## config.mk

```make
export PLATFORM = sky130hd
export DESIGN_NAME = calibration_and_shuttle_sequencer_core
export DESIGN_NICKNAME = d
export VERILOG_FILES = /design/src/hw/rtl/cass_pkg.sv /design/src/hw/rtl/calibration_and_shuttle_sequencer_core.sv
export SDC_FILE = /design/constraint.sdc
export NUM_CORES = 1
export LEC_CHECK = 0
export ABC_AREA = 1
export BUFFER_PORTS_ARGS = -buffer_cell sky130_fd_sc_hd__buf_2
export CAP_MARGIN = 20
export CORE_ASPECT_RATIO = 1.25
export CORE_UTILIZATION = 38
export DETAILED_ROUTE_END_ITERATION = 12
export MAX_ROUTING_LAYER = met4
export PLACE_DENSITY = 0.58
export SLEW_MARGIN = 20
export SYNTH_ARGS = -nofsm -noshare
export SYNTH_HDL_FRONTEND = slang
export SYNTH_SLANG_ARGS = --single-unit
```

## constraint.sdc

```tcl
create_clock -name clk -period 7.12 [get_ports clk]
set_input_delay 1.424 -clock clk [delete_from_list [all_inputs] [get_ports clk]]
set_output_delay 1.424 -clock clk [all_outputs]
set_load 0.005 [all_outputs]
```

## src/hw/rtl/cass_pkg.sv

```systemverilog
// Types, codes, reset values and helpers of the calibration and shuttle sequencer.
package cass_pkg;

    localparam int unsigned MS_W      = 16;
    localparam int unsigned ELAPSED_W = 8;
    localparam int unsigned CFG_IDX_W = 3;

    typedef logic [MS_W-1:0]      ms_t;
    typedef logic [ELAPSED_W-1:0] elapsed_t;

    typedef enum logic [CFG_IDX_W-1:0] {
        CFG_DEBOUNCE      = 3'd0,
        CFG_POWER_ON_WAIT = 3'd1,
        CFG_STOP_WAIT     = 3'd2,
        CFG_ENTER_HOLD    = 3'd3,
        CFG_SHORT_HOLD    = 3'd4,
        CFG_SETTLE        = 3'd5,
        CFG_DONE_HOLD     = 3'd6,
        CFG_MOVE_REVS     = 3'd7
    } cfg_index_t;

    localparam ms_t DEBOUNCE_RST      = 16'd30;
    localparam ms_t POWER_ON_WAIT_RST = 16'd500;
    localparam ms_t STOP_WAIT_RST     = 16'd1000;
    localparam ms_t ENTER_HOLD_RST    = 16'd4200;
    localparam ms_t SHORT_HOLD_RST    = 16'd150;
    localparam ms_t SETTLE_RST        = 16'd800;
    localparam ms_t DONE_HOLD_RST     = 16'd1200;

    typedef enum logic [9:0] {
        CAL_IDLE         = 10'b00_0000_0001,
        CAL_WAIT_MOTOR   = 10'b00_0000_0010,
        CAL_ENTER_HOLD   = 10'b00_0000_0100,
        CAL_ENTER_SETTLE = 10'b00_0000_1000,
        CAL_WAIT_BLACK   = 10'b00_0001_0000,
        CAL_BLACK_HOLD   = 10'b00_0010_0000,
        CAL_BLACK_SETTLE = 10'b00_0100_0000,
        CAL_WAIT_WHITE   = 10'b00_1000_0000,
        CAL_WHITE_HOLD   = 10'b01_0000_0000,
        CAL_DONE         = 10'b10_0000_0000
    } cal_state_t;

    typedef enum logic [4:0] {
        MOV_POWER_WAIT = 5'b00001,
        MOV_POS_MOVE   = 5'b00010,
        MOV_POS_STOP   = 5'b00100,
        MOV_NEG_MOVE   = 5'b01000,
        MOV_NEG_STOP   = 5'b10000
    } move_state_t;

    // Numeric phase codes as shown on the result ports
    localparam logic [3:0] CALPH_IDLE         = 4'd0;
    localparam logic [3:0] CALPH_WAIT_MOTOR   = 4'd1;
    localparam logic [3:0] CALPH_ENTER_HOLD   = 4'd2;
    localparam logic [3:0] CALPH_ENTER_SETTLE = 4'd3;
    localparam logic [3:0] CALPH_WAIT_BLACK   = 4'd4;
    localparam logic [3:0] CALPH_BLACK_HOLD   = 4'd5;
    localparam logic [3:0] CALPH_BLACK_SETTLE = 4'd6;
    localparam logic [3:0] CALPH_WAIT_WHITE   = 4'd7;
    localparam logic [3:0] CALPH_WHITE_HOLD   = 4'd8;
    localparam logic [3:0] CALPH_DONE         = 4'd9;

    localparam logic [2:0] MOVPH_POWER_WAIT = 3'd0;
    localparam logic [2:0] MOVPH_POS_MOVE   = 3'd1;
    localparam logic [2:0] MOVPH_POS_STOP   = 3'd2;
    localparam logic [2:0] MOVPH_NEG_MOVE   = 3'd3;
    localparam logic [2:0] MOVPH_NEG_STOP   = 3'd4;

    localparam logic [1:0] START_NONE = 2'd0;
    localparam logic [1:0] START_POS  = 2'd1;
    localparam logic [1:0] START_NEG  = 2'd2;
    localparam logic [1:0] START_BAD  = 2'd3;

    function automatic ms_t sat_add(input ms_t a, input elapsed_t b);
        logic [MS_W:0] sum;
        sum = {1'b0, a} + {{(MS_W+1-ELAPSED_W){1'b0}}, b};
        return sum[MS_W] ? {MS_W{1'b1}} : sum[MS_W-1:0];
    endfunction

    function automatic logic [3:0] cal_code(input cal_state_t s);
        logic [3:0] c;
        case (s)
            CAL_IDLE:         c = CALPH_IDLE;
            CAL_WAIT_MOTOR:   c = CALPH_WAIT_MOTOR;
            CAL_ENTER_HOLD:   c = CALPH_ENTER_HOLD;
            CAL_ENTER_SETTLE: c = CALPH_ENTER_SETTLE;
            CAL_WAIT_BLACK:   c = CALPH_WAIT_BLACK;
            CAL_BLACK_HOLD:   c = CALPH_BLACK_HOLD;
            CAL_BLACK_SETTLE: c = CALPH_BLACK_SETTLE;
            CAL_WAIT_WHITE:   c = CALPH_WAIT_WHITE;
            CAL_WHITE_HOLD:   c = CALPH_WHITE_HOLD;
            CAL_DONE:         c = CALPH_DONE;
            default:          c = CALPH_IDLE;
        endcase
        return c;
    endfunction

    function automatic logic [2:0] move_code(input move_state_t s);
        logic [2:0] c;
        case (s)
            MOV_POWER_WAIT: c = MOVPH_POWER_WAIT;
            MOV_POS_MOVE:   c = MOVPH_POS_MOVE;
            MOV_POS_STOP:   c = MOVPH_POS_STOP;
            MOV_NEG_MOVE:   c = MOVPH_NEG_MOVE;
            MOV_NEG_STOP:   c = MOVPH_NEG_STOP;
            default:        c = MOVPH_POWER_WAIT;
        endcase
        return c;
    endfunction

endpackage

```

## src/hw/rtl/calibration_and_shuttle_sequencer_core.sv

```systemverilog
// An accepted request passes from the input register into the state and result registers.
// Throughput: one request per cycle while results are taken; an input register feeds one pass
// of debounce, calibration and motion logic that writes the state and the result register together.
// A stalled result holds the input register; in_ready drops only while both are full.
// Reset (rst_n low, asynchronous): button released, calibration idle, motion in power
// wait, counters and key drive cleared, delay registers at their default values.
module calibration_and_shuttle_sequencer_core (
    input  logic                              clk,
    input  logic                              rst_n,
    input  logic                              cfg_we,
    input  logic [cass_pkg::CFG_IDX_W-1:0]    cfg_index,
    input  logic [cass_pkg::MS_W-1:0]         cfg_wdata,
    input  logic                              in_valid,
    output logic                              in_ready,
    input  logic [cass_pkg::ELAPSED_W-1:0]    ms_elapsed,
    input  logic                              button_level,
    input  logic                              motor_busy,
    input  logic                              start_accepted,
    output logic                              out_valid,
    input  logic                              out_ready,
    output logic                              press_event,
    output logic                              stop_request,
    output logic [1:0]                        start_command,
    output logic                              key_level,
    output logic [3:0]                        calibration_phase,
    output logic [2:0]                        motion_phase
);
    import cass_pkg::*;

    // delay registers; revolutions per move are not kept, no result depends on them
    ms_t debounce_ms_reg, power_on_wait_ms_reg, stop_wait_ms_reg, enter_hold_ms_reg;
    ms_t short_hold_ms_reg, settle_ms_reg, done_hold_ms_reg;

    // input stage
    logic     in_full_reg;
    elapsed_t ms_elapsed_reg;
    logic     button_level_reg, motor_busy_reg, start_accepted_reg;

    // sequencer state
    logic        raw_level_reg, raw_level_next;
    logic        stable_level_reg, stable_level_next;
    ms_t         since_raw_reg, since_raw_next;
    cal_state_t  cal_reg, cal_next;
    ms_t         since_cal_reg, since_cal_next;
    move_state_t move_reg, move_next;
    ms_t         since_move_reg, since_move_next;
    logic        key_drive_reg, key_drive_next;

    // result stage
    logic       out_valid_reg;
    logic       press_event_reg, press_event_next;
    logic       stop_request_reg, stop_request_next;
    logic [1:0] start_command_reg, start_command_next;

    logic advance, fire, take;

    assign advance  = !out_valid_reg || out_ready;
    assign fire     = in_full_reg && advance;
    assign in_ready = !in_full_reg || advance;
    assign take     = in_valid && in_ready;

    always_comb
    begin
        raw_level_next     = raw_level_reg;
        stable_level_next  = stable_level_reg;
        since_raw_next     = sat_add(since_raw_reg, ms_elapsed_reg);
        since_cal_next     = sat_add(since_cal_reg, ms_elapsed_reg);
        since_move_next    = sat_add(since_move_reg, ms_elapsed_reg);
        cal_next           = cal_reg;
        move_next          = move_reg;
        key_drive_next     = key_drive_reg;
        press_event_next   = 1'b0;
        stop_request_next  = 1'b0;
        start_command_next = START_NONE;

        // debounce
        if (button_level_reg != raw_level_reg)
        begin
            raw_level_next = button_level_reg;
            since_raw_next = '0;
        end
        if (button_level_reg != stable_level_reg && since_raw_next >= debounce_ms_reg)
        begin
            stable_level_next = button_level_reg;
            press_event_next  = !button_level_reg;
        end

        // press only counts in idle, wait black and wait white
        if (press_event_next)
        begin
            case (cal_next)
                CAL_IDLE:
                begin
                    key_drive_next    = 1'b0;
                    stop_request_next = 1'b1;
                    cal_next          = CAL_WAIT_MOTOR;
                    since_cal_next    = '0;
                end
                CAL_WAIT_BLACK:
                begin
                    key_drive_next = 1'b1;
                    cal_next       = CAL_BLACK_HOLD;
                    since_cal_next = '0;
                end
                CAL_WAIT_WHITE:
                begin
                    key_drive_next = 1'b1;
                    cal_next       = CAL_WHITE_HOLD;
                    since_cal_next = '0;
                end
                default:
                begin
                end
            endcase
        end

        // one calibration pass; a phase just entered is seen with zero elapsed time
        case (cal_next)
            CAL_IDLE, CAL_WAIT_BLACK, CAL_WAIT_WHITE:
            begin
            end
            CAL_WAIT_MOTOR:
            begin
                if (!motor_busy_reg)
                begin
                    key_drive_next = 1'b1;
                    cal_next       = CAL_ENTER_HOLD;
                    since_cal_next = '0;
                end
            end
            CAL_ENTER_HOLD:
            begin
                if (since_cal_next >= enter_hold_ms_reg)
                begin
                    key_drive_next = 1'b0;
                    cal_next       = CAL_ENTER_SETTLE;
                    since_cal_next = '0;
                end
            end
            CAL_ENTER_SETTLE:
            begin
                if (since_cal_next >= settle_ms_reg)
                begin
                    cal_next       = CAL_WAIT_BLACK;
                    since_cal_next = '0;
                end
            end
            CAL_BLACK_HOLD:
            begin
                if (since_cal_next >= short_hold_ms_reg)
                begin
                    key_drive_next = 1'b0;
                    cal_next       = CAL_BLACK_SETTLE;
                    since_cal_next = '0;
                end
            end
            CAL_BLACK_SETTLE:
            begin
                if (since_cal_next >= settle_ms_reg)
                begin
                    cal_next       = CAL_WAIT_WHITE;
                    since_cal_next = '0;
                end
            end
            CAL_WHITE_HOLD:
            begin
                if (since_cal_next >= short_hold_ms_reg)
                begin
                    key_drive_next = 1'b0;
                    cal_next       = CAL_DONE;
                    since_cal_next = '0;
                end
            end
            CAL_DONE:
            begin
                if (since_cal_next >= done_hold_ms_reg)
                begin
                    move_next       = MOV_POWER_WAIT;
                    since_move_next = '0;
                    cal_next        = CAL_IDLE;
                    since_cal_next  = '0;
                end
            end
            default:
            begin
                key_drive_next = 1'b0;
                cal_next       = CAL_IDLE;
                since_cal_next = '0;
            end
        endcase

        // shuttle runs only while calibration is idle
        if (cal_next == CAL_IDLE)
        begin
            case (move_next)
                MOV_POWER_WAIT:
                begin
                    if (since_move_next >= power_on_wait_ms_reg)
                    begin
                        start_command_next = START_POS;
                        if (start_accepted_reg)
                            move_next = MOV_POS_MOVE;
                    end
                end
                MOV_POS_MOVE:
                begin
                    if (!motor_busy_reg)
                    begin
                        move_next       = MOV_POS_STOP;
                        since_move_next = '0;
                    end
                end
                MOV_POS_STOP:
                begin
                    if (since_move_next >= stop_wait_ms_reg)
                    begin
                        start_command_next = START_NEG;
                        if (start_accepted_reg)
                            move_next = MOV_NEG_MOVE;
                    end
                end
                MOV_NEG_MOVE:
                begin
                    if (!motor_busy_reg)
                    begin
                        move_next       = MOV_NEG_STOP;
                        since_move_next = '0;
                    end
                end
                MOV_NEG_STOP:
                begin
                    if (since_move_next >= stop_wait_ms_reg)
                    begin
                        start_command_next = START_POS;
                        if (start_accepted_reg)
                            move_next = MOV_POS_MOVE;
                    end
                end
                default:
                begin
                    move_next       = MOV_POWER_WAIT;
                    since_move_next = '0;
                end
            endcase
        end
    end

    // configuration and control state
    always_ff @(posedge clk or negedge rst_n)
    begin
        if (!rst_n)
        begin
            debounce_ms_reg      <= DEBOUNCE_RST;
            power_on_wait_ms_reg <= POWER_ON_WAIT_RST;
            stop_wait_ms_reg     <= STOP_WAIT_RST;
            enter_hold_ms_reg    <= ENTER_HOLD_RST;
            short_hold_ms_reg    <= SHORT_HOLD_RST;
            settle_ms_reg        <= SETTLE_RST;
            done_hold_ms_reg     <= DONE_HOLD_RST;
            in_full_reg          <= 1'b0;
            out_valid_reg        <= 1'b0;
            raw_level_reg        <= 1'b1;
            stable_level_reg     <= 1'b1;
            since_raw_reg        <= '0;
            cal_reg              <= CAL_IDLE;
            since_cal_reg        <= '0;
            move_reg             <= MOV_POWER_WAIT;
            since_move_reg       <= '0;
            key_drive_reg        <= 1'b0;
        end
        else
        begin
            if (cfg_we)
            begin
                case (cfg_index_t'(cfg_index))
                    CFG_DEBOUNCE:      debounce_ms_reg      <= cfg_wdata;
                    CFG_POWER_ON_WAIT: power_on_wait_ms_reg <= cfg_wdata;
                    CFG_STOP_WAIT:     stop_wait_ms_reg     <= cfg_wdata;
                    CFG_ENTER_HOLD:    enter_hold_ms_reg    <= cfg_wdata;
                    CFG_SHORT_HOLD:    short_hold_ms_reg    <= cfg_wdata;
                    CFG_SETTLE:        settle_ms_reg        <= cfg_wdata;
                    CFG_DONE_HOLD:     done_hold_ms_reg     <= cfg_wdata;
                    CFG_MOVE_REVS:
                    begin
                    end
                    default:
                    begin
                    end
                endcase
            end

            if (take)
                in_full_reg <= 1'b1;
            else if (fire)
                in_full_reg <= 1'b0;

            if (fire)
                out_valid_reg <= 1'b1;
            else if (out_ready)
                out_valid_reg <= 1'b0;

            if (fire)
            begin
                raw_level_reg    <= raw_level_next;
                stable_level_reg <= stable_level_next;
                since_raw_reg    <= since_raw_next;
                cal_reg          <= cal_next;
                since_cal_reg    <= since_cal_next;
                move_reg         <= move_next;
                since_move_reg   <= since_move_next;
                key_drive_reg    <= key_drive_next;
            end
        end
    end

    // payload registers
    always_ff @(posedge clk)
    begin
        if (take)
        begin
            ms_elapsed_reg     <= ms_elapsed;
            button_level_reg   <= button_level;
            motor_busy_reg     <= motor_busy;
            start_accepted_reg <= start_accepted;
        end
        if (fire)
        begin
            press_event_reg   <= press_event_next;
            stop_request_reg  <= stop_request_next;
            start_command_reg <= start_command_next;
        end
    end

    assign out_valid         = out_valid_reg;
    assign press_event       = press_event_reg;
    assign stop_request      = stop_request_reg;
    assign start_command     = start_command_reg;
    // key and phases are the state after the last processed step
    assign key_level         = key_drive_reg;
    assign calibration_phase = cal_code(cal_reg);
    assign motion_phase      = move_code(move_reg);

endmodule

```

== After elaboration in Yosys (flattened, before gate mapping) ==
Index checks and enable logic that the tools add are counted.

* Flip-flop bits (word level): 195
* Word-level logic and storage cells: 156

* Add/subtract/negate cells: 3
* Magnitude comparators: 7
* Eq/ne operators: 38
* Mux-type cells: 56
* Reductions and logical operators: 28

{| class="wikitable"
|+ Operator list
! cell !! count
|-
| 2-to-1 mux 16 bit || 15
|-
| >= comparator 16 bit || 7
|-
| one-hot mux 16 bit (6 select lines) || 1
|-
| 2-to-1 mux 10 bit || 8
|-
| one-hot mux 10 bit (8 select lines) || 1
|-
| adder 16 x 8 -> 17 bit || 3
|-
| 2-to-1 mux 5 bit || 10
|-
| one-hot mux 4 bit (9 select lines) || 1
|-
| one-hot mux 16 bit (2 select lines) || 1
|-
| equality test 10 x 1 -> 1 bit (second input constant) || 3
|-
| one-hot mux 10 bit (3 select lines) || 1
|-
| one-hot mux 5 bit (5 select lines) || 1
|-
| equality test 10 bit (second input constant) || 2
|-
| equality test 10 x 2 -> 1 bit (second input constant) || 2
|-
| equality test 10 x 3 -> 1 bit (second input constant) || 2
|-
| equality test 10 x 4 -> 1 bit (second input constant) || 2
|-
| equality test 10 x 5 -> 1 bit (second input constant) || 2
|-
| equality test 10 x 6 -> 1 bit (second input constant) || 2
|-
| equality test 10 x 7 -> 1 bit (second input constant) || 2
|-
| equality test 10 x 8 -> 1 bit (second input constant) || 2
|-
| equality test 10 x 9 -> 1 bit (second input constant) || 2
|-
| AND reduction 2 bit || 9
|-
| 2-to-1 mux 1 bit || 12
|-
| one-hot mux 3 bit (4 select lines) || 1
|-
| other kinds (21) || 40
|}

== Logic depth before layout (Yosys ltp) ==
Gate-level depths: netlist of run 1.

* Word-level depth: 14
* Gate-level depth with buffers: 56

== Worst setup path after synthesis of run 1 ==
No wires, ideal clock.

* Path kind: register to register
* Start: register ms_elapsed_reg[0]
* End: register move_reg[1]
* Library setup time: 0.118 ns
* Arrival: 6.650 ns
* Required time: 7.002 ns
* Slack: 0.352 ns
* Stages on the path, launching flop included: 46
* Buffers on the path: 4
* Clock period less this slack: 6.768 ns
* Cells stage by stage: edfxtp_1 -> ha_1 -> fa_1 -> nand3_1 -> nand2_1 -> a21o_1 -> a21oi_1 -> o21ai_0 -> nand4_1 -> clkbuf_1 -> nand3_1 -> nand2_1 -> inv_1 -> ha_1 -> a21oi_1 -> o21ai_1 -> a21oi_1 -> nand2_1 -> [10 not listed] -> nand4_1 -> clkbuf_1 -> nand2_1 -> inv_1 -> ha_1 -> a21oi_1 -> o21a_1 -> o221ai_1 -> nand2_1 -> o2111ai_1 -> nand2_1 -> inv_1 -> nand2_1 -> nand2_1 -> nor2_1 -> nand2_1 -> nand3_1 -> nand2_1

* Longest elaborated chain between the ends: 14
* Elaborated cells on any way between the ends: 57

{| class="wikitable"
|+ RTL lines
! what !! RTL line !! RTL
|-
| start, declared || calibration_and_shuttle_sequencer_core.sv:36 || <nowiki>elapsed_t ms_elapsed_reg;</nowiki>
|-
| start signal, assigned || calibration_and_shuttle_sequencer_core.sv:321 || <nowiki>ms_elapsed_reg <= ms_elapsed;</nowiki>
|-
| adder 16 x 8 -> 17 bit (*) || cass_pkg.sv:76 || <nowiki>sum = {1'b0, a} + {{(MS_W+1-ELAPSED_W){1'b0}}, b};</nowiki>
|-
| 2-to-1 mux 16 bit (*) || cass_pkg.sv:77 || <nowiki>return sum[MS_W] ? {MS_W{1'b1}} : sum[MS_W-1:0];</nowiki>
|-
| 2-to-1 mux 16 bit (*) || calibration_and_shuttle_sequencer_core.sv:77 || <nowiki>if (button_level_reg != raw_level_reg)</nowiki>
|-
| via since_raw_next[11] || calibration_and_shuttle_sequencer_core.sv:42 || <nowiki>ms_t since_raw_reg, since_raw_next;</nowiki>
|-
| >= comparator 16 bit (*) || calibration_and_shuttle_sequencer_core.sv:82 || <nowiki>if (button_level_reg != stable_level_reg && since_raw_next >= debounce_ms_reg)</nowiki>
|-
| logical AND 1 bit (*) || calibration_and_shuttle_sequencer_core.sv:82 ||
|-
| 2-to-1 mux 1 bit (*) || calibration_and_shuttle_sequencer_core.sv:82 ||
|-
| 2-to-1 mux 16 bit || calibration_and_shuttle_sequencer_core.sv:89 || <nowiki>if (press_event_next)</nowiki>
|-
| >= comparator 16 bit || calibration_and_shuttle_sequencer_core.sv:176 || <nowiki>if (since_cal_next >= done_hold_ms_reg)</nowiki>
|-
| 2-to-1 mux 16 bit / 2-to-1 mux 5 bit (equally long branches) || calibration_and_shuttle_sequencer_core.sv:176 ||
|-
| 2-to-1 mux 16 bit / 2-to-1 mux 5 bit (equally long branches) || calibration_and_shuttle_sequencer_core.sv:118 || <nowiki>case (cal_next)</nowiki>
|-
| >= comparator 16 bit (tied with other cells) || calibration_and_shuttle_sequencer_core.sv:215, calibration_and_shuttle_sequencer_core.sv:232 ||
|-
| 2-to-1 mux 5 bit (on tied branches) || calibration_and_shuttle_sequencer_core.sv:232, calibration_and_shuttle_sequencer_core.sv:198, calibration_and_shuttle_sequencer_core.sv:215 ||
|-
| one-hot mux 5 bit (5 select lines) || calibration_and_shuttle_sequencer_core.sv:195 || <nowiki>case (move_next)</nowiki>
|-
| 2-to-1 mux 5 bit (*) || calibration_and_shuttle_sequencer_core.sv:193 || <nowiki>if (cal_next == CAL_IDLE)</nowiki>
|-
| end signal, assigned || calibration_and_shuttle_sequencer_core.sv:309 || <nowiki>move_reg <= move_next;</nowiki>
|-
| end, declared || calibration_and_shuttle_sequencer_core.sv:45 || <nowiki>move_state_t move_reg, move_next;</nowiki>
|}

Mark *: on every way through the listed nets, which the timed path passes. The rest lies on a longest branch.
A chain may end at the register's enable or synchronous reset.

== Worst setup path in the final report of run 1 ==
* Start: register ms_elapsed_reg[3]
* End: register move_reg[1]

* Longest elaborated chain between the ends: 14
* Elaborated cells on any way between the ends: 57

{| class="wikitable"
|+ RTL lines
! what !! RTL line
|-
| adder 16 x 8 -> 17 bit || cass_pkg.sv:76
|-
| 2-to-1 mux 16 bit || cass_pkg.sv:77
|-
| 2-to-1 mux 16 bit || calibration_and_shuttle_sequencer_core.sv:77
|-
| >= comparator 16 bit || calibration_and_shuttle_sequencer_core.sv:82
|-
| logical AND 1 bit || calibration_and_shuttle_sequencer_core.sv:82
|-
| 2-to-1 mux 1 bit || calibration_and_shuttle_sequencer_core.sv:82
|-
| 2-to-1 mux 16 bit || calibration_and_shuttle_sequencer_core.sv:89
|-
| >= comparator 16 bit || calibration_and_shuttle_sequencer_core.sv:176
|-
| 2-to-1 mux 16 bit / 2-to-1 mux 5 bit (equally long branches) || calibration_and_shuttle_sequencer_core.sv:176
|-
| 2-to-1 mux 16 bit / 2-to-1 mux 5 bit (equally long branches) || calibration_and_shuttle_sequencer_core.sv:118
|-
| >= comparator 16 bit (tied with other cells) || calibration_and_shuttle_sequencer_core.sv:215, calibration_and_shuttle_sequencer_core.sv:232
|-
| 2-to-1 mux 5 bit (on tied branches) || calibration_and_shuttle_sequencer_core.sv:232, calibration_and_shuttle_sequencer_core.sv:198, calibration_and_shuttle_sequencer_core.sv:215
|-
| one-hot mux 5 bit (5 select lines) || calibration_and_shuttle_sequencer_core.sv:195
|-
| 2-to-1 mux 5 bit (*) || calibration_and_shuttle_sequencer_core.sv:193
|}

Mark *: on every way between the ends. The rest lies on a longest branch, timed or not.

==> results.md, run 1 <==
* Die area at 37,100 um^2
* Crit Path Max Fanout at 13
* Core ar. at 35,600 um^2
* DRT Wirelength at 41.4 mm
* Min-delay worst type: reg2reg
* Max Transition Viols Final at 0
* Setup WS post-layout at 0.458 ns
* Power, Total at 5.07 mW
* Depth of the CTS H-tree at 4
* Synth Net Count at slightly above 2k
* Async SR Flop Fraction at 0.923
* Sequential share of the synthesized area at 0.362
* Synthesized cell area at 13,800 um^2
* DRT iter0 DRCs at 959
* Routed WL per cell at ~17 um
* Register area at 5000 um^2
* Fmax at about 150 MHz
* Post-synth EDFFs at 15
* Final hold viol count at 0
* Residual DRC at 0
* Initial antenna violation count at 0
* Fin crit period at 6.66 ns
* Vias post-DR at between 10k and 15k
* PD cells at 324 nW/um^2
* Layout area overhead at 13.3%
* Final ANT Viol Nets at 0
* Setup crit end kind: flip-flop
* Fin nets at 2,113
* Worst-Margin Slew at 1.20 ns
* Row Count at between 70 and 80
* LEAKAGE at 7.97 nW
* Crit path launch type: flip-flop
* Drt first pass iters at 8
* Worst-path clk slew at 0.08 ns
* Layout cell share with drive strength beyond 1 at 0.140
* Starting Density at 0.388
* GRT overflow at 0
* Status: completed
* Worst path most repeated cell: nand2_1
* PortBufs at 48
* Clock sinks at 195
* Most used DFF post-synth: dfrtp_1
* DP Worst Slack at -0.381 ns
* Root buffer cell: clkbuf_16
* First-pass GRT wire length at 66.2 mm
* Arr. time, crit path at roughly 7 ns
* # IOs at 49
* Longest Clk Path Bufs at 2
* CP max stage cell: edfxtp_1
* Worst Path Required at 7.49 ns
* Largest net degree at the start of global routing at 148
* Vias per inst at 5.17
* Post-Syn Instances at 1,888
* TritonCTS clock tree: built
* # diodes at 0
* Period Utilization, post-route at 0.936
* Total track usage at 0.239
* Yosys cell types at 52
* Dpl hpwl at 29.9 mm
* Clk_lat worst skew at 0.47 ns
* Crit path largest cell delay at about 0.41 ns
* Worst Skew at 0.0169 ns
* # Max-Cap Violations at 0
* Util after Layout at 0.440
* # fillers at 3,685
* Crit Path Class: reg2reg
* Vias in the first global route at 12.1k
* Setup violations, final at 0
* Combined area of the multi-input logic cells at approximately 7800 um^2
* Die height at 215 um
* Avg Cell Area, Syn at 7.31 um^2
* Ys Warns at 0
* Relative slew margins at 0.194
* CTS buffer count at 17
* Seq cells post-synth at 195
* Die span in x at about 170 um
* Max VDD drop at 0.272 mV
* GPL Wtd Cong at 0.915
-- layout make-up --
class	count	area share
Timing Repair Buffer	84	0.0376
Clock buffer	17	0.0272
Tap cell	474	0.0380
Sequential cell	195	0.320
Clock inverter	15	0.0112
Inverter	274	0.0660
Multi-Input combinational cell	1367	0.500
-- routing by layer --
| layer | vias up | routed length, um | track usage |
|---|---|---|---|
| met2 | 291 | 19600 | 0.380 |
| met5 | - | 0 | - |
| met1 | 5903 | 19600 | 0.319 |
| met3 | 45 | 1360 | 0.0230 |
| li1 | 6299 | - | - |
| met4 | 0 | 830 | 0.0729 |
-- kinds of logic (layout without fill, tap and decap cells) --
family / after synthesis / count (layout) / synth area share
and+or+nand+nor: 881 / 882 / 0.280
AOI/OAI and AO/OA: 330 / 330 / 0.129
buffers and inverters: 327 / 390 / 0.0913
DFF: 195 / 195 / 0.362
adders and majority gates: 139 / 139 / 0.128
xor gates and xnor gates: 16 / 16 / 0.0102
-- per-stage QoR --
step           instance area, um^2  setup TNS (ns)  hold slack, ns  std cells
2_1_floorplan                13800               0           0.449       1888
3_3_place_gp                 14600           -1.07           0.467       2378
3_5_place_dp                 14600           -2.06           0.470       2378
4_1_cts                      15200               0           0.491       2417
5_1_grt                      15600          -0.130           0.506       2426
6_report                     15600               0           0.485       2426
-- cell usage after synthesis, drive strengths merged (3+ instances only) --
cell,count,share of area
nand2,526,0.15
inv,271,0.074
o21ai,165,0.060
dfrtp,145,0.26
ha,136,0.12
nor2,127,0.040
a21oi,118,0.044
nand3,111,0.044
nor3,64,0.023
clkbuf,42,0.011
dfstp,35,0.067
nand4,29,0.014
a31oi,18,0.0086
edfxtp,15,0.033
or2,13,0.0059
buf,11,0.0054
xnor2,10,0.0063
o21a,6,0.0033
xor2,6,0.0038
nand3b,5,0.0027
o211ai,5,0.0027
nor4,4,0.0023
a211oi,3,0.0016
a21o,3,0.0016
clkinv,3,0.00082
fa,3,0.0044
-- final timing paths --
| path | slack [ns] | start | endpoint | depth (start not counted) |
|---|---|---|---|---|
| max | 0.46 | ms_elapsed_reg[3] | move_reg[1] | 49 |
| max in group asynchronous | 5.14 | rst_n | since_move_reg[14] | 2 |
| min | 0.49 | since_move_reg[4] | since_move_reg[4] | 2 |
| max reg2reg | 0.46 | ms_elapsed_reg[3] | move_reg[1] | 49 |
| min reg2reg | 0.49 | since_move_reg[4] | since_move_reg[4] | 2 |
| min in group asynchronous | 0.85 | rst_n | since_raw_reg[4] | 1 |
-- what timing repair did --
action | in CTS | in global routing
pin swaps | 2 | 25
endpoints found under the hold margin | 0 | 0
cloned | 1 | 1
setup buffers | 6 | 7
setup endpoints to repair | 7 | 7
gates resized for setup | 4 | 75
hold buffers | 0 | 0
-- layout by cell type (no fill, tap or decap), drive strengths merged, types with 6 or more instances in the layout --
master  instances
a21oi         118
a31oi          18
buf            83
clkbuf         18
clkinv          8
dfrtp         145
dfstp          35
edfxtp         15
ha            136
inv           280
nand2         526
nand3         112
nand4          29
nor2          127
nor3           64
o21a            6
o21ai         165
or2            13
xnor2          10
xor2            6
-- critical path: cells and delay by family (launching register included) --
family,cells,cell delay [ns]
and+or+nand+nor,30,2.94
adders and majority gates,4,1.34
AOI/OAI and AO/OA,7,1.13
buffers and inverters,8,0.73
DFF,1,0.41
-- power by group --
| part | internal, mW | total (mW) | leakage (nW) | switching [mW] |
|---|---|---|---|---|
| registers | 1.37 | 1.54 | 2.39 | 0.170 |
| logic | 0.911 | 2.53 | 5.29 | 1.62 |
| clock network | 0.476 | 0.995 | 0.289 | 0.520 |
| total | 2.76 | 5.07 | 7.97 | 2.31 |
No activity file was read; power rests on OpenSTA's default activity.
==> run 2, diff against run 1 <==
- CORE_UTILIZATION: 38 -> 57
- PLACE_DENSITY: 0.58 -> 0.8
==> results.md, run 2 (synthesis gave the netlist of run 1 again) <==
* Vias in the first global route at 12.4k (was 12.1k)
* Largest net degree at the start of global routing at 84 (was 148)
* # IOs at 49 (unchanged)
* First-pass GRT wire length at 61.4 mm (was 66.2 mm)
* Core ar. at 23,700 um^2 (was 35,600 um^2)
* Fmax at 146 MHz (was 150 MHz)
* PD cells at 326 nW/um^2 (was 324 nW/um^2)
* Crit path largest cell delay at 0.45 ns (was 0.41 ns)
* Vias per inst at 5.80 (was 5.17)
* Switching Fraction at 0.454 (was 0.456)
* Status: completed (unchanged)
* Final hold viol count at 0 (unchanged)
* Most frequent cells in the layout: nand2_1, inv_1, o21ai_0 (unchanged)
* PortBufs at 48 (unchanged)
* Worst-path clk slew at 0.07 ns (was 0.08 ns)
* Final ANT Viol Nets at 0 (unchanged)
* Worst Path Required at 7.50 ns (was 7.49 ns)
* Row Count at 63 (was 77)
* LEAKAGE at 8.00 nW (was 7.97 nW)
* Clock sinks at 195 (unchanged)
* Setup TNS at 0 ns (unchanged)
* Hold WS at 0.490 ns (was 0.485 ns)
* DRT Wirelength at 38.9 mm (was 41.4 mm)
* Worst path most repeated cell: nand2_1 (unchanged)
* Initial antenna violation count at 0 (unchanged)
* GPL Wtd Cong at 0.976 (was 0.915)
* P_int at 2.80 mW (was 2.76 mW)
* Max Transition Viols Final at 0 (unchanged)
* Total track usage at 0.323 (was 0.239)
* Die span in x at 141 um (was 172 um)
* Residual DRC at 0 (unchanged)
* Fin crit period at 6.83 ns (was 6.66 ns)
* CTS buffer count at 17 (unchanged)
* Reg power frac at 0.305 (was 0.304)
* Die height at 176 um (was 215 um)
* Setup crit end kind: flip-flop (unchanged)
* # diodes at 0 (unchanged)
* Most common cell after layout, fill and taps aside: nand2_1 (unchanged)
* DRT iter0 DRCs at 1,096 (was 959)
* GRT overflow at 0 (unchanged)
* Hold_buf cts at 0 (unchanged)
* Dpl hpwl at 27.1 mm (was 29.9 mm)
* Die area at 24,800 um^2 (was 37,100 um^2)
* Vias post-DR at 13.3k (was 12.5k)
* Max VDD drop at 0.235 mV (was 0.272 mV)
* Arr. time, crit path at 7.21 ns (was 7.03 ns)
* Layout cell share with drive strength beyond 1 at 0.160 (was 0.140)
* Comb power frac at 0.512 (was 0.499)
* Root buffer cell: clkbuf_16 (unchanged)
* Clk_lat worst skew at 0.45 ns (was 0.47 ns)
* Routed WL per cell at 17.0 um (was 17.1 um)
* Fin nets at 2,122 (was 2,113)
* Switching power at 2.33 mW (was 2.31 mW)
* Worst-Margin Slew at 0.993 ns (was 1.20 ns)
* Depth of the CTS H-tree at 4 (unchanged)
* Min-delay worst type: reg2reg (unchanged)
* Crit path launch type: flip-flop (unchanged)
* Period Utilization, post-route at 0.959 (was 0.936)
* Drt first pass iters at 5 (was 8)
* TritonCTS clock tree: built (unchanged)
* Crit Path Class: reg2reg (unchanged)
* Util after Layout at 0.661 (was 0.440)
* Crit Path Max Fanout at 6 (was 13)
* # Max-Cap Violations at 0 (unchanged)
* Relative slew margins at 0.332 (was 0.194)
* Layout area overhead at 13.8% (was 13.3%)
* Starting Density at 0.581 (was 0.388)
* Setup violations, final at 0 (unchanged)
* Longest Clk Path Bufs at 2 (unchanged)
* CP max stage cell: edfxtp_1 (unchanged)
* Clock share of power at 0.183 (was 0.196)
* Worst Skew at 0.0104 ns (was 0.0169 ns)
[run 2: changes by cell type in the layout (fill, tap and decap cells not counted), moves of 7 or more]
cell and change:
nand2_1 -11, buf_4 +9, inv_1 -9, ha_4 +7, nand2_4 +7
[run 2: worst paths after layout]
| kind | depth (start not counted) | to | slack, ns | startpoint |
|---|---|---|---|---|
| max | 45 | move_reg[3] | 0.29 | ms_elapsed_reg[2] |
| max in group asynchronous | 2 | power_on_wait_ms_reg[13] | 4.81 | rst_n |
| min reg2reg | 2 | done_hold_ms_reg[12] | 0.49 | done_hold_ms_reg[12] |
| max reg2reg | 45 | move_reg[3] | 0.29 | ms_elapsed_reg[2] |
| min in group asynchronous | 1 | cal_reg[8] | 1.04 | rst_n |
| min | 2 | done_hold_ms_reg[12] | 0.49 | done_hold_ms_reg[12] |
[run 2: layout make-up]
cell class,count,area [um^2]
well taps,325,407
repair buffers,93,678
multi-input cells,1367,8010
clock buffers,18,439
clock inverters,14,119
flip-flops and latches,195,5000
inverters,274,1050
fillers,1990,8030
[run 2: through the flow]
step                      std cells  cell area [um^2]  power [mW]  worst slack, ns
after floorplan                1888             13800        3.31            0.352
after global placement         2225             14300        3.82           0.0268
after detailed placement       2225             14300        3.90           -0.202
after CTS                      2258             14900        4.87           0.0380
after global routing           2286             15700        5.55           -0.224
final                          2286             15700        5.12            0.293
[run 2: power groups by stage]
stage	registers, mW	logic (mW)	clock network [mW]
6_report	1.56	2.63	0.936
3_5_place_dp	1.57	2.33	0
4_1_cts	1.55	2.37	0.946
5_1_grt	1.59	2.98	0.987
3_3_place_gp	1.56	2.26	0
2_1_floorplan	1.51	1.80	0
[run 2: worst max-delay path, delay by kind of cell (launching register included)]
kind | cells | cell delay (ns)
adders and majority gates | 4 | 1.19
and+or+nand+nor | 30 | 3.73
AOI/OAI and AO/OA | 4 | 0.57
buffers and inverters | 7 | 0.82
DFF | 1 | 0.45
[run 2: what timing repair did]
| item | CTS | global route |
|---|---|---|
| pin swaps | 0 | 38 |
| cloned | 0 | 4 |
| setup endpoints to repair | 6 | 23 |
| gates resized for setup | 6 | 118 |
| buffers inserted | 1 | 24 |
[run 2: routing by layer]
layer  vias to the layer above  GRT usage  part of all wire
met4                         0      0.151             0.041
met3                       121     0.0515             0.072
met5                         -          -                 0
met2                       588      0.514              0.47
li1                       6313          -                 -
met1                      6235      0.404              0.41
